[src/rtl/rcg_pkg.sv]
`default_nettype none

package rcg_pkg;

    localparam int CFG_IDX_W  = 2;
    localparam int CFG_DATA_W = 9;

    localparam logic [CFG_IDX_W-1:0] CFG_MODE     = 2'd0;
    localparam logic [CFG_IDX_W-1:0] CFG_STRENGTH = 2'd1;

    localparam logic [8:0]  STRENGTH_RESET = 9'd128;
    localparam logic [8:0]  S_MAX          = 9'd256;
    localparam logic [16:0] Q16_ONE        = 17'h10000;

    localparam logic [15:0] LUMA_WR = 16'd19595;
    localparam logic [15:0] LUMA_WG = 16'd38470;
    localparam logic [15:0] LUMA_WB = 16'd7471;

    // Luma above one half: 2 * L > 255 * 65536.
    localparam logic [23:0] BRIGHT_THRESH = 24'd8355840;

    localparam logic [6:0] K_030 = 7'd77;
    localparam logic [6:0] K_020 = 7'd51;
    localparam logic [6:0] K_015 = 7'd38;
    localparam logic [6:0] K_010 = 7'd26;

    localparam int CH_R = 0;
    localparam int CH_G = 1;
    localparam int CH_B = 2;

    typedef enum logic [2:0] {
        MODE_NONE    = 3'd0,
        MODE_COOL    = 3'd1,
        MODE_WARM    = 3'd2,
        MODE_TEAL    = 3'd3,
        MODE_BW      = 3'd4,
        MODE_VINTAGE = 3'd5
    } mode_t;

    typedef struct packed {
        mode_t       mode;
        logic [8:0]  s;
        logic [16:0] up30;
        logic [16:0] up20;
        logic [16:0] up15;
        logic [16:0] up10;
        logic [16:0] dn20;
        logic [16:0] dn10;
    } grade_cfg_t;

    typedef struct packed {
        logic [2:0][7:0]  src;
        logic [2:0][16:0] gain;
        logic [7:0]       luma;
        logic             blend;
        logic [7:0]       alpha;
    } chan_op_t;

    function automatic logic [15:0] strength_mul(logic [8:0] s, logic [6:0] k);
        logic [15:0] s16;
        logic [15:0] k16;
        s16 = {7'd0, s};
        k16 = {9'd0, k};
        return s16 * k16;
    endfunction

    function automatic logic [16:0] gain_up(logic [8:0] s, logic [6:0] k);
        return Q16_ONE + {1'b0, strength_mul(s, k)};
    endfunction

    function automatic logic [16:0] gain_down(logic [8:0] s, logic [6:0] k);
        return Q16_ONE - {1'b0, strength_mul(s, k)};
    endfunction

endpackage

`default_nettype wire

[src/rtl/rcg_cfg.sv]
`default_nettype none

module rcg_cfg (
    input  logic                           aclk,
    input  logic                           aresetn,
    input  logic                           cfg_valid,
    output logic                           cfg_ready,
    input  logic [rcg_pkg::CFG_IDX_W-1:0]  cfg_index,
    input  logic [rcg_pkg::CFG_DATA_W-1:0] cfg_data,
    output rcg_pkg::grade_cfg_t            cfg
);
    import rcg_pkg::*;

    mode_t      mode_reg;
    logic [8:0] strength_reg;
    logic [8:0] s_sat;

    assign cfg_ready = 1'b1;

    always_ff @(posedge aclk) begin
        if (!aresetn) begin
            mode_reg     <= MODE_NONE;
            strength_reg <= STRENGTH_RESET;
        end else if (cfg_valid && cfg_ready) begin
            case (cfg_index)
                CFG_MODE:     mode_reg     <= mode_t'(cfg_data[2:0]);
                CFG_STRENGTH: strength_reg <= cfg_data[8:0];
                default: ;
            endcase
        end
    end

    always_comb begin
        s_sat     = (strength_reg > S_MAX) ? S_MAX : strength_reg;
        cfg.mode  = mode_reg;
        cfg.s     = s_sat;
        cfg.up30  = gain_up(s_sat, K_030);
        cfg.up20  = gain_up(s_sat, K_020);
        cfg.up15  = gain_up(s_sat, K_015);
        cfg.up10  = gain_up(s_sat, K_010);
        cfg.dn20  = gain_down(s_sat, K_020);
        cfg.dn10  = gain_down(s_sat, K_010);
    end

endmodule

`default_nettype wire

[src/rtl/rcg_front.sv]
`default_nettype none

module rcg_front (
    input  logic                aclk,
    input  logic                aresetn,
    input  rcg_pkg::grade_cfg_t cfg,
    input  logic                s_valid,
    output logic                s_ready,
    input  logic [7:0]          s_red,
    input  logic [7:0]          s_green,
    input  logic [7:0]          s_blue,
    input  logic [7:0]          s_alpha,
    output logic                op_valid,
    input  logic                op_ready,
    output rcg_pkg::chan_op_t   op
);
    import rcg_pkg::*;

    logic        a_valid_reg;
    logic [7:0]  a_red_reg;
    logic [7:0]  a_green_reg;
    logic [7:0]  a_blue_reg;
    logic [7:0]  a_alpha_reg;
    logic [23:0] a_lsum_reg;
    logic [23:0] a_lsum_next;
    logic        a_ready;

    logic        b_valid_reg;
    chan_op_t    b_op_reg;
    chan_op_t    b_op_next;
    logic        b_ready;
    logic        bright;

    assign b_ready = !b_valid_reg || op_ready;
    assign a_ready = !a_valid_reg || b_ready;
    assign s_ready = a_ready;

    assign a_lsum_next = 24'(LUMA_WR) * 24'(s_red)
                       + 24'(LUMA_WG) * 24'(s_green)
                       + 24'(LUMA_WB) * 24'(s_blue);

    always_ff @(posedge aclk) begin
        if (!aresetn) begin
            a_valid_reg <= 1'b0;
            b_valid_reg <= 1'b0;
        end else begin
            if (a_ready) begin
                a_valid_reg <= s_valid;
            end
            if (b_ready) begin
                b_valid_reg <= a_valid_reg;
            end
        end
    end

    always_ff @(posedge aclk) begin
        if (s_valid && a_ready) begin
            a_red_reg   <= s_red;
            a_green_reg <= s_green;
            a_blue_reg  <= s_blue;
            a_alpha_reg <= s_alpha;
            a_lsum_reg  <= a_lsum_next;
        end
        if (a_valid_reg && b_ready) begin
            b_op_reg <= b_op_next;
        end
    end

    assign bright = a_lsum_reg > BRIGHT_THRESH;

    always_comb begin
        b_op_next.src[CH_R]  = a_red_reg;
        b_op_next.src[CH_G]  = a_green_reg;
        b_op_next.src[CH_B]  = a_blue_reg;
        b_op_next.gain[CH_R] = Q16_ONE;
        b_op_next.gain[CH_G] = Q16_ONE;
        b_op_next.gain[CH_B] = Q16_ONE;
        b_op_next.luma       = a_lsum_reg[23:16];
        b_op_next.blend      = 1'b0;
        b_op_next.alpha      = a_alpha_reg;
        case (cfg.mode)
            MODE_COOL: begin
                b_op_next.gain[CH_R] = cfg.dn20;
                b_op_next.gain[CH_B] = cfg.up30;
            end
            MODE_WARM: begin
                b_op_next.gain[CH_R] = cfg.up30;
                b_op_next.gain[CH_G] = cfg.up10;
                b_op_next.gain[CH_B] = cfg.dn20;
            end
            MODE_TEAL: begin
                if (bright) begin
                    b_op_next.gain[CH_R] = cfg.up20;
                    b_op_next.gain[CH_G] = cfg.up10;
                end else begin
                    b_op_next.gain[CH_G] = cfg.up20;
                    b_op_next.gain[CH_B] = cfg.up20;
                end
            end
            MODE_BW: begin
                b_op_next.blend = 1'b1;
            end
            MODE_VINTAGE: begin
                b_op_next.src[CH_R]  = a_lsum_reg[23:16];
                b_op_next.src[CH_G]  = a_lsum_reg[23:16];
                b_op_next.src[CH_B]  = a_lsum_reg[23:16];
                b_op_next.gain[CH_R] = cfg.up30;
                b_op_next.gain[CH_G] = cfg.up15;
                b_op_next.gain[CH_B] = cfg.dn10;
            end
            default: ;
        endcase
    end

    assign op_valid = b_valid_reg;
    assign op       = b_op_reg;

`ifndef ASSERT_OFF
    a_bright_luma: assert property (@(posedge aclk) disable iff (!aresetn)
        a_valid_reg && bright |-> a_lsum_reg[23:16] >= 8'd127)
        else $error("bright pixel with luma below one half");

    a_stall_holds: assert property (@(posedge aclk) disable iff (!aresetn)
        a_valid_reg && !b_ready |=> a_valid_reg && $stable(a_lsum_reg))
        else $error("first stage lost its word during a stall");
`endif

endmodule

`default_nettype wire

[src/rtl/rcg_back.sv]
`default_nettype none

module rcg_back (
    input  logic                aclk,
    input  logic                aresetn,
    input  rcg_pkg::grade_cfg_t cfg,
    input  logic                op_valid,
    output logic                op_ready,
    input  rcg_pkg::chan_op_t   op,
    output logic                m_valid,
    input  logic                m_ready,
    output logic [7:0]          m_out_red,
    output logic [7:0]          m_out_green,
    output logic [7:0]          m_out_blue,
    output logic [7:0]          m_out_alpha
);
    import rcg_pkg::*;

    logic             c_valid_reg;
    logic [2:0][24:0] c_prod_reg;
    logic [2:0][15:0] c_pa_reg;
    logic [15:0]      c_pb_reg;
    logic             c_blend_reg;
    logic [7:0]       c_alpha_reg;
    logic             c_ready;

    logic [2:0][24:0] prod_next;
    logic [2:0][15:0] pa_next;
    logic [15:0]      pb_next;
    logic [8:0]       inv_s;

    logic             d_valid_reg;
    logic [2:0][7:0]  d_chan_reg;
    logic [2:0][7:0]  d_chan_next;
    logic [7:0]       d_alpha_reg;
    logic             d_ready;

    logic [2:0][16:0] blend_sum;
    logic [2:0][8:0]  chan_val;

    assign d_ready  = !d_valid_reg || m_ready;
    assign c_ready  = !c_valid_reg || d_ready;
    assign op_ready = c_ready;

    always_comb begin
        inv_s   = S_MAX - cfg.s;
        pb_next = 16'(op.luma) * 16'(cfg.s);
        for (int i = 0; i < 3; i++) begin
            prod_next[i] = 25'(op.src[i]) * 25'(op.gain[i]);
            pa_next[i]   = 16'(op.src[i]) * 16'(inv_s);
        end
    end

    always_comb begin
        for (int i = 0; i < 3; i++) begin
            blend_sum[i]   = {1'b0, c_pa_reg[i]} + {1'b0, c_pb_reg};
            chan_val[i]    = c_blend_reg ? blend_sum[i][16:8] : c_prod_reg[i][24:16];
            d_chan_next[i] = chan_val[i][8] ? 8'hFF : chan_val[i][7:0];
        end
    end

    always_ff @(posedge aclk) begin
        if (!aresetn) begin
            c_valid_reg <= 1'b0;
            d_valid_reg <= 1'b0;
        end else begin
            if (c_ready) begin
                c_valid_reg <= op_valid;
            end
            if (d_ready) begin
                d_valid_reg <= c_valid_reg;
            end
        end
    end

    always_ff @(posedge aclk) begin
        if (op_valid && c_ready) begin
            c_prod_reg  <= prod_next;
            c_pa_reg    <= pa_next;
            c_pb_reg    <= pb_next;
            c_blend_reg <= op.blend;
            c_alpha_reg <= op.alpha;
        end
        if (c_valid_reg && d_ready) begin
            d_chan_reg  <= d_chan_next;
            d_alpha_reg <= c_alpha_reg;
        end
    end

    assign m_valid     = d_valid_reg;
    assign m_out_red   = d_chan_reg[CH_R];
    assign m_out_green = d_chan_reg[CH_G];
    assign m_out_blue  = d_chan_reg[CH_B];
    assign m_out_alpha = d_alpha_reg;

`ifndef ASSERT_OFF
    a_blend_range: assert property (@(posedge aclk) disable iff (!aresetn)
        c_valid_reg && c_blend_reg |->
            !blend_sum[CH_R][16] && !blend_sum[CH_G][16] && !blend_sum[CH_B][16])
        else $error("black and white blend overflowed");

    a_mul_stall_holds: assert property (@(posedge aclk) disable iff (!aresetn)
        c_valid_reg && !d_ready |=> c_valid_reg && $stable(c_prod_reg))
        else $error("multiply stage lost its word during a stall");
`endif

endmodule

`default_nettype wire

[src/rtl/rgb_color_grade_pixel_top.sv]
`default_nettype none

// Color grading of an RGBA8 pixel stream. The block takes one pixel per clock
// while the output is not stalled and passes each pixel through its four
// register stages (luma sum, gain selection, channel multiply, clamp into the
// output register), and a stall on the output holds every stage without losing
// a word. The user must write the grade mode and strength through the
// configuration port only while no pixel is in flight; the block itself does
// not enforce this. The port is always ready and ignores unknown register indexes.
module rgb_color_grade_pixel_top (
    input  logic                           aclk,
    input  logic                           aresetn,
    input  logic                           cfg_valid,
    output logic                           cfg_ready,
    input  logic [rcg_pkg::CFG_IDX_W-1:0]  cfg_index,
    input  logic [rcg_pkg::CFG_DATA_W-1:0] cfg_data,
    input  logic                           s_valid,
    output logic                           s_ready,
    input  logic [7:0]                     s_red,
    input  logic [7:0]                     s_green,
    input  logic [7:0]                     s_blue,
    input  logic [7:0]                     s_alpha,
    output logic                           m_valid,
    input  logic                           m_ready,
    output logic [7:0]                     m_out_red,
    output logic [7:0]                     m_out_green,
    output logic [7:0]                     m_out_blue,
    output logic [7:0]                     m_out_alpha
);
    import rcg_pkg::*;

    grade_cfg_t cfg;
    chan_op_t   op;
    logic       op_valid;
    logic       op_ready;

    rcg_cfg u_cfg (
        .aclk      (aclk),
        .aresetn   (aresetn),
        .cfg_valid (cfg_valid),
        .cfg_ready (cfg_ready),
        .cfg_index (cfg_index),
        .cfg_data  (cfg_data),
        .cfg       (cfg)
    );

    rcg_front u_front (
        .aclk     (aclk),
        .aresetn  (aresetn),
        .cfg      (cfg),
        .s_valid  (s_valid),
        .s_ready  (s_ready),
        .s_red    (s_red),
        .s_green  (s_green),
        .s_blue   (s_blue),
        .s_alpha  (s_alpha),
        .op_valid (op_valid),
        .op_ready (op_ready),
        .op       (op)
    );

    rcg_back u_back (
        .aclk        (aclk),
        .aresetn     (aresetn),
        .cfg         (cfg),
        .op_valid    (op_valid),
        .op_ready    (op_ready),
        .op          (op),
        .m_valid     (m_valid),
        .m_ready     (m_ready),
        .m_out_red   (m_out_red),
        .m_out_green (m_out_green),
        .m_out_blue  (m_out_blue),
        .m_out_alpha (m_out_alpha)
    );

endmodule

`default_nettype wire
[config.mk]
export PLATFORM = sky130hd
export DESIGN_NAME = rgb_color_grade_pixel_top
export DESIGN_NICKNAME = d
export VERILOG_FILES = /design/src/rtl/rcg_pkg.sv /design/src/rtl/rcg_cfg.sv /design/src/rtl/rcg_front.sv /design/src/rtl/rcg_back.sv /design/src/rtl/rgb_color_grade_pixel_top.sv
export SDC_FILE = /design/constraint.sdc
export NUM_CORES = 2
export LEC_CHECK = 0
export ABC_AREA = 0
export BUFFER_PORTS_ARGS = -buffer_cell sky130_fd_sc_hd__buf_2
export CELL_PAD_IN_SITES_DETAIL_PLACEMENT = 1
export CELL_PAD_IN_SITES_GLOBAL_PLACEMENT = 1
export CORE_ASPECT_RATIO = 1.5
export CORE_MARGIN = 2
export CORE_UTILIZATION = 47
export DETAILED_ROUTE_END_ITERATION = 12
export GPL_ROUTABILITY_DRIVEN = 0
export GPL_TIMING_DRIVEN = 1
export PLACE_DENSITY = 0.84
export SLEW_MARGIN = 0
export SYNTH_ARGS = -nofsm -noshare
export SYNTH_HDL_FRONTEND = slang
export SYNTH_SLANG_ARGS = --single-unit
[constraint.sdc]
create_clock -name aclk -period 8.19 [get_ports aclk]
set_input_delay 0 -clock aclk [delete_from_list [all_inputs] [get_ports aclk]]
set_output_delay 0 -clock aclk [all_outputs]
set_load 0.05 [all_outputs]
# Yosys cells after proc, flatten, opt, wreduce, memory -nomap -nowiden
# Cells that the tools add are included.
totals:
  regBits: 344
  latchBits: 0
  ramBits: 0
  mem_bits_ro: 0
  n_memories: 0
op_classes:
  n_addsub: 12
  n_mul: 14
  div: 0
  order_cmp: 2
  n_eq_ne: 6
  shift: 0
  mux: 12
  bitwise: 0
  n_reduce_logical: 16
op_table:
  columns: ["op", "count"]
  rows:
  - ["17-bit case mux with 3 select lines", 2]
  - ["8-bit by 17-bit multiplier with 25-bit output", 3]
  - ["17-bit case mux with 4 select lines", 1]
  - ["8-bit by 9-bit multiplier with 16-bit output", 4]
  - ["16-bit by 16-bit adder with 17-bit output", 3]
  - ["17-bit two-way mux", 3]
  - ["15-bit by 8-bit multiplier with 23-bit output (first input constant)", 2]
  - ["9-bit two-way mux", 4]
  - ["17-bit by 15-bit adder with 17-bit output (first input constant)", 2]
  - ["23-bit by 24-bit adder with 24-bit output", 1]
  - ["24-bit by 21-bit adder with 24-bit output", 1]
  - ["24-bit by 23-bit > comparator with 1-bit output (second input constant)", 1]
  - ["24-bit two-way mux", 1]
  - ["13-bit by 8-bit multiplier with 21-bit output (first input constant)", 1]
  - ["17-bit by 14-bit adder with 17-bit output (first input constant)", 1]
  - ["17-bit by 16-bit adder with 17-bit output (first input constant)", 1]
  - ["17-bit by 14-bit subtractor with 17-bit output (first input constant)", 1]
  - ["17-bit by 15-bit subtractor with 17-bit output (first input constant)", 1]
  - ["9-bit by 7-bit multiplier with 16-bit output (second input constant)", 1]
  - ["9-bit by 6-bit multiplier with 15-bit output (second input constant)", 1]
  - ["9-bit by 5-bit multiplier with 14-bit output (second input constant)", 1]
  - ["9-bit by 4-bit multiplier with 13-bit output (second input constant)", 1]
  - ["9-bit > comparator (second input constant)", 1]
  - ["9-bit subtractor (first input constant)", 1]
  - ["11 further kinds", 23]

# Longest topological paths before layout
depth:
  depth_word: 6
  depth_mapped: 29
  depth_no_buf: 29

# Cells and area by module
# From an unflattened synthesis, not the netlist that was laid out.
hier_totals:
  hier_cells: 4375
  area_unflattened_um2: 43217.7
by_module_without_submodules:
  columns: ["mod", "instances", "cells_each", "area_per_inst_um2"]
  rows:
  - ["rcg_back", 1, 2763, 26497.9]
  - ["rcg_front", 1, 1077, 12311.8]
  - ["rcg_cfg", 1, 535, 4408.0]

# Least setup slack after synthesis
# Ideal clock, no wire load.
synth_path:
  path_kind: "register -> register"
  start: "register u_back.d_valid_reg (netlist: u_back.m_valid)"
  end: "register u_front.b_op_reg, in the netlist u_front.op[0] (enable)"
  t_arrival_ps: 7457
  t_required_ps: 7515
  setup_slack_ps: 58
  stages_incl_launch_ff: 4
  synth_period_minus_slack_ps: 8132
  cell_sequence: "dfxtp_1 -> nor2b_1 -> and2_0 -> a21boi_0"
synth_via:
  elab_chain_len: 5
synth_rtl:
  columns: ["item", "line", "rtl"]
  rows:
  - ["start: declaration", "rcg_back.sv:32", "logic d_valid_reg;"]
  - ["start signal: assignment", "rcg_back.sv:71", "d_valid_reg <= c_valid_reg;"]
  - ["1-bit logical NOT", "rcg_back.sv:41", "assign d_ready = !d_valid_reg || m_ready;"]
  - ["1-bit logical OR", "rcg_back.sv:41", null]
  - ["1-bit logical OR", "rcg_back.sv:42", "assign c_ready = !c_valid_reg || d_ready;"]
  - ["1-bit logical OR", "rcg_front.sv:34", "assign b_ready = !b_valid_reg || op_ready;"]
  - ["1-bit logical AND", "rcg_front.sv:64", "if (a_valid_reg && b_ready) begin"]
  - ["end signal: assignment", "rcg_front.sv:65", "b_op_reg <= b_op_next;"]
  - ["end: declaration", "rcg_front.sv:29", "chan_op_t b_op_reg;"]
# No other way between the ends.
# A chain may end at the register's enable or synchronous reset.

# Worst setup path after layout
layout_path:
  start: "input port s_green[6]"
  end: "register u_front.a_lsum_reg[23], data pin"
layout_via:
  elab_chain_len: 3
layout_rtl:
  columns: ["item", "line", "rtl"]
  rows:
  - ["start: declaration", "rgb_color_grade_pixel_top.sv:20", "input logic [7:0] s_green,"]
  - ["15-bit by 8-bit multiplier with 23-bit output", "rcg_front.sv:39", "+ 24'(LUMA_WG) * 24'(s_green)"]
  - ["23-bit by 24-bit adder with 24-bit output", "rcg_front.sv:39", null]
  - ["24-bit by 21-bit adder with 24-bit output", "rcg_front.sv:40", "+ 24'(LUMA_WB) * 24'(s_blue);"]
  - ["via u_front.a_lsum_next[23]", "rcg_front.sv:25", "logic [23:0] a_lsum_next;"]
  - ["end signal: assignment", "rcg_front.sv:62", "a_lsum_reg <= a_lsum_next;"]
  - ["end: declaration", "rcg_front.sv:24", "logic [23:0] a_lsum_reg;"]
# The timed path passes the listed nets, and every way through them passes these cells.

==> metrics <==
status=finished, final reports clean; CP Launch Type=input pin; setup ws final=532 ps; most common cell in the netlist=inv_1; area of the die=89,600 µm²; minimum clock period=7660 ps; met2 usage in global routing=0.539; Synth Instances=4,113; Setup TNS=0 ps; crit path max fanout=8; DRT iter0 DRCs=1,556; Fin Clk Skew=37.9 ps; CTS H-tree lvls=2; first-pass GRT wire length=199,000 µm; Final ANT Viol Nets=0; total core area=86,400 µm²; vias per inst=5.68; clock sinks=294; Final Max Tran Viols=0; crit path kind=input pin to flip-flop; Leakage=21.3 nW; R2R setup slack=1260 ps; IO Pins=83; Worst Path Arrival=7970 ps; IO Port Bufs=81; reg2reg start=u_cfg.strength_reg[8]; Clock Tree Buf Depth=3; WL final=128,000 µm; period utilization=0.935; vias in the first global route=35,900; Peak supply drop=0.425 mV; Synth top area share=0.281; Max Cap Violations=0; leading area contributor after synthesis=fa_1; max_slew headroom=0.185; Worst Setup SP=s_green[6]; reg2reg end=u_back.c_pa_reg[31]; Layout area overhead=8.99%; Synth Flop Type=edfxtp_1; RSZ-0062 raised after global routing=false; ys async rst share=0; largest net degree at the start of global routing=70; Setup Viol. Count Final=0; gr busiest metal=met2; Post-synth top cells=740 x inv_1, 576 x fa_1, 564 x ha_1; reg2reg path depth=21; Crit path depth=30; Critical path buffers and inverters=7; initial core utilization=0.474; met3 Use GR=0.0457; CP Data Required Time=8500 ps; drt pass-1 iters=5; CTS Buf Count=37; Reg clk slew, reported paths=60 ps; Final #Nets=5,413; Die W=245 µm; power per cell area=272 nW/µm²; Vias=30,600; Worst path most repeated cell=fa_1; Distinct cells, synth=84; Hold Fails Final Rpt=0; Slew @ Worst Pin=1210 ps; GR Util met1=0.288; antenna violations before repair=6; Mapped Avg Cell Area=9.96 µm²; delay-heaviest family, CP=adder cells; WL/cell=23.6 µm; Synth Warn #=0; Root Buffer=clkbuf_16; Overall Global Routing Usage=0.292; std cell rows=132; worst-skew pair later-pin latency=600 ps; # DRC=0; Final Non-Filler Cells=5,399; Worst setup EP type=flip-flop; max FFs per register=90; pre-CTS WS=760 ps; Hold WS=146 ps; post-DP HPWL=99,700 µm; slowest library cell on the worst path=dlygate4sd3_1; ranking of synthesized cells by area=fa_1 28%, edfxtp_1 20%, ha_1 17%; TritonCTS clock tree=yes; max incr delay on CP=580 ps; Setup crit end=u_front.a_lsum_reg[23]; sequential area share after synthesis=0.212; dpl cells=5,268; mapped cell area=41,000 µm²; grt ovf=0; Yosys reg bits=294; worst min path class=input pin to flip-flop; Max Clk Rate=131 MHz; number of flops mapped to enable cells by yosys=278; die height=366 µm; share of cells above drive strength 1=0.0534
-- stage by stage --
step,power (mW),utilization,cell area (µm²)
after floorplan,7.93,-,41000
after global placement,9.56,0.496,42900
after detailed placement,10.2,0.496,42900
after CTS,12.1,0.517,44700
after global routing,13.1,0.517,44700
final,12.1,0.517,44700
-- layer usage --
layer	vias up	share of wire
li1	13400	-
met1	15600	0.34
met2	1055	0.53
met3	528	0.046
met4	4	0.091
met5	-	0.00027
-- report_power, final --
group	switching [mW]	internal (mW)
Clock	0.734	0.972
Sequential	0.153	2.18
Combinational	4.77	3.32
Total	5.66	6.47
-- placed cells by master, fill, tap and decap left out, types with 27 or more instances in the layout --
| cell type | n |
|---|---|
| dlygate4sd3_1 | 57 |
| nor2b_1 | 48 |
| a21oi_1 | 116 |
| nor2_1 | 114 |
| buf_2 | 81 |
| inv_1 | 740 |
| o21ai_0 | 79 |
| clkbuf_16 | 39 |
| nor3_1 | 31 |
| nand3_1 | 27 |
| ha_1 | 564 |
| a21o_1 | 44 |
| xor2_1 | 56 |
| and2_1 | 325 |
| nand2_1 | 517 |
| buf_4 | 52 |
| xnor2_1 | 124 |
| edfxtp_1 | 278 |
| fa_1 | 576 |
-- what timing repair did --
action | in CTS | in global routing
resized for setup | 0 | 0
hold buffers | 57 | 0
buffers inserted | 0 | 0
setup endpoints to repair | 0 | 0
hold endpoints to repair | 57 | 0
-- cell type report --
cell class / count / area [µm²]
diodes: 7 / 17.5
clock buffers: 42 / 987
clock inverters: 25 / 235
multi-input cells: 2962 / 29200
well taps: 1139 / 1430
flip-flops and latches: 294 / 8670
fillers: 9545 / 41700
repair buffers: 190 / 1370
inverters: 740 / 2780
-- kinds of logic (layout without fill, tap and decap cells) --
group           after synthesis  in the layout  share of synthesized area
other cells                   2             11                   0.000183
xor+xnor                    187            187                     0.0400
simple gates               1172           1172                      0.140
compound gates              439            439                     0.0709
fa+ha+maj                  1140           1140                      0.454
mux                          20             20                    0.00488
buf+inv                     859            997                     0.0788
flops                       294            294                      0.212
-- worst min path at each step --
stage,depth (start not counted),startpoint,endpoint
after floorplan,0,s_alpha[0],u_front.a_alpha_reg[0]
after global placement,1,s_alpha[5],u_front.a_alpha_reg[5]
after detailed placement,1,s_alpha[5],u_front.a_alpha_reg[5]
after CTS,2,s_alpha[3],u_front.a_alpha_reg[3]
after global routing,2,s_alpha[3],u_front.a_alpha_reg[3]
final,2,s_alpha[5],u_front.a_alpha_reg[5]
(Power assumes the default switching activity.)
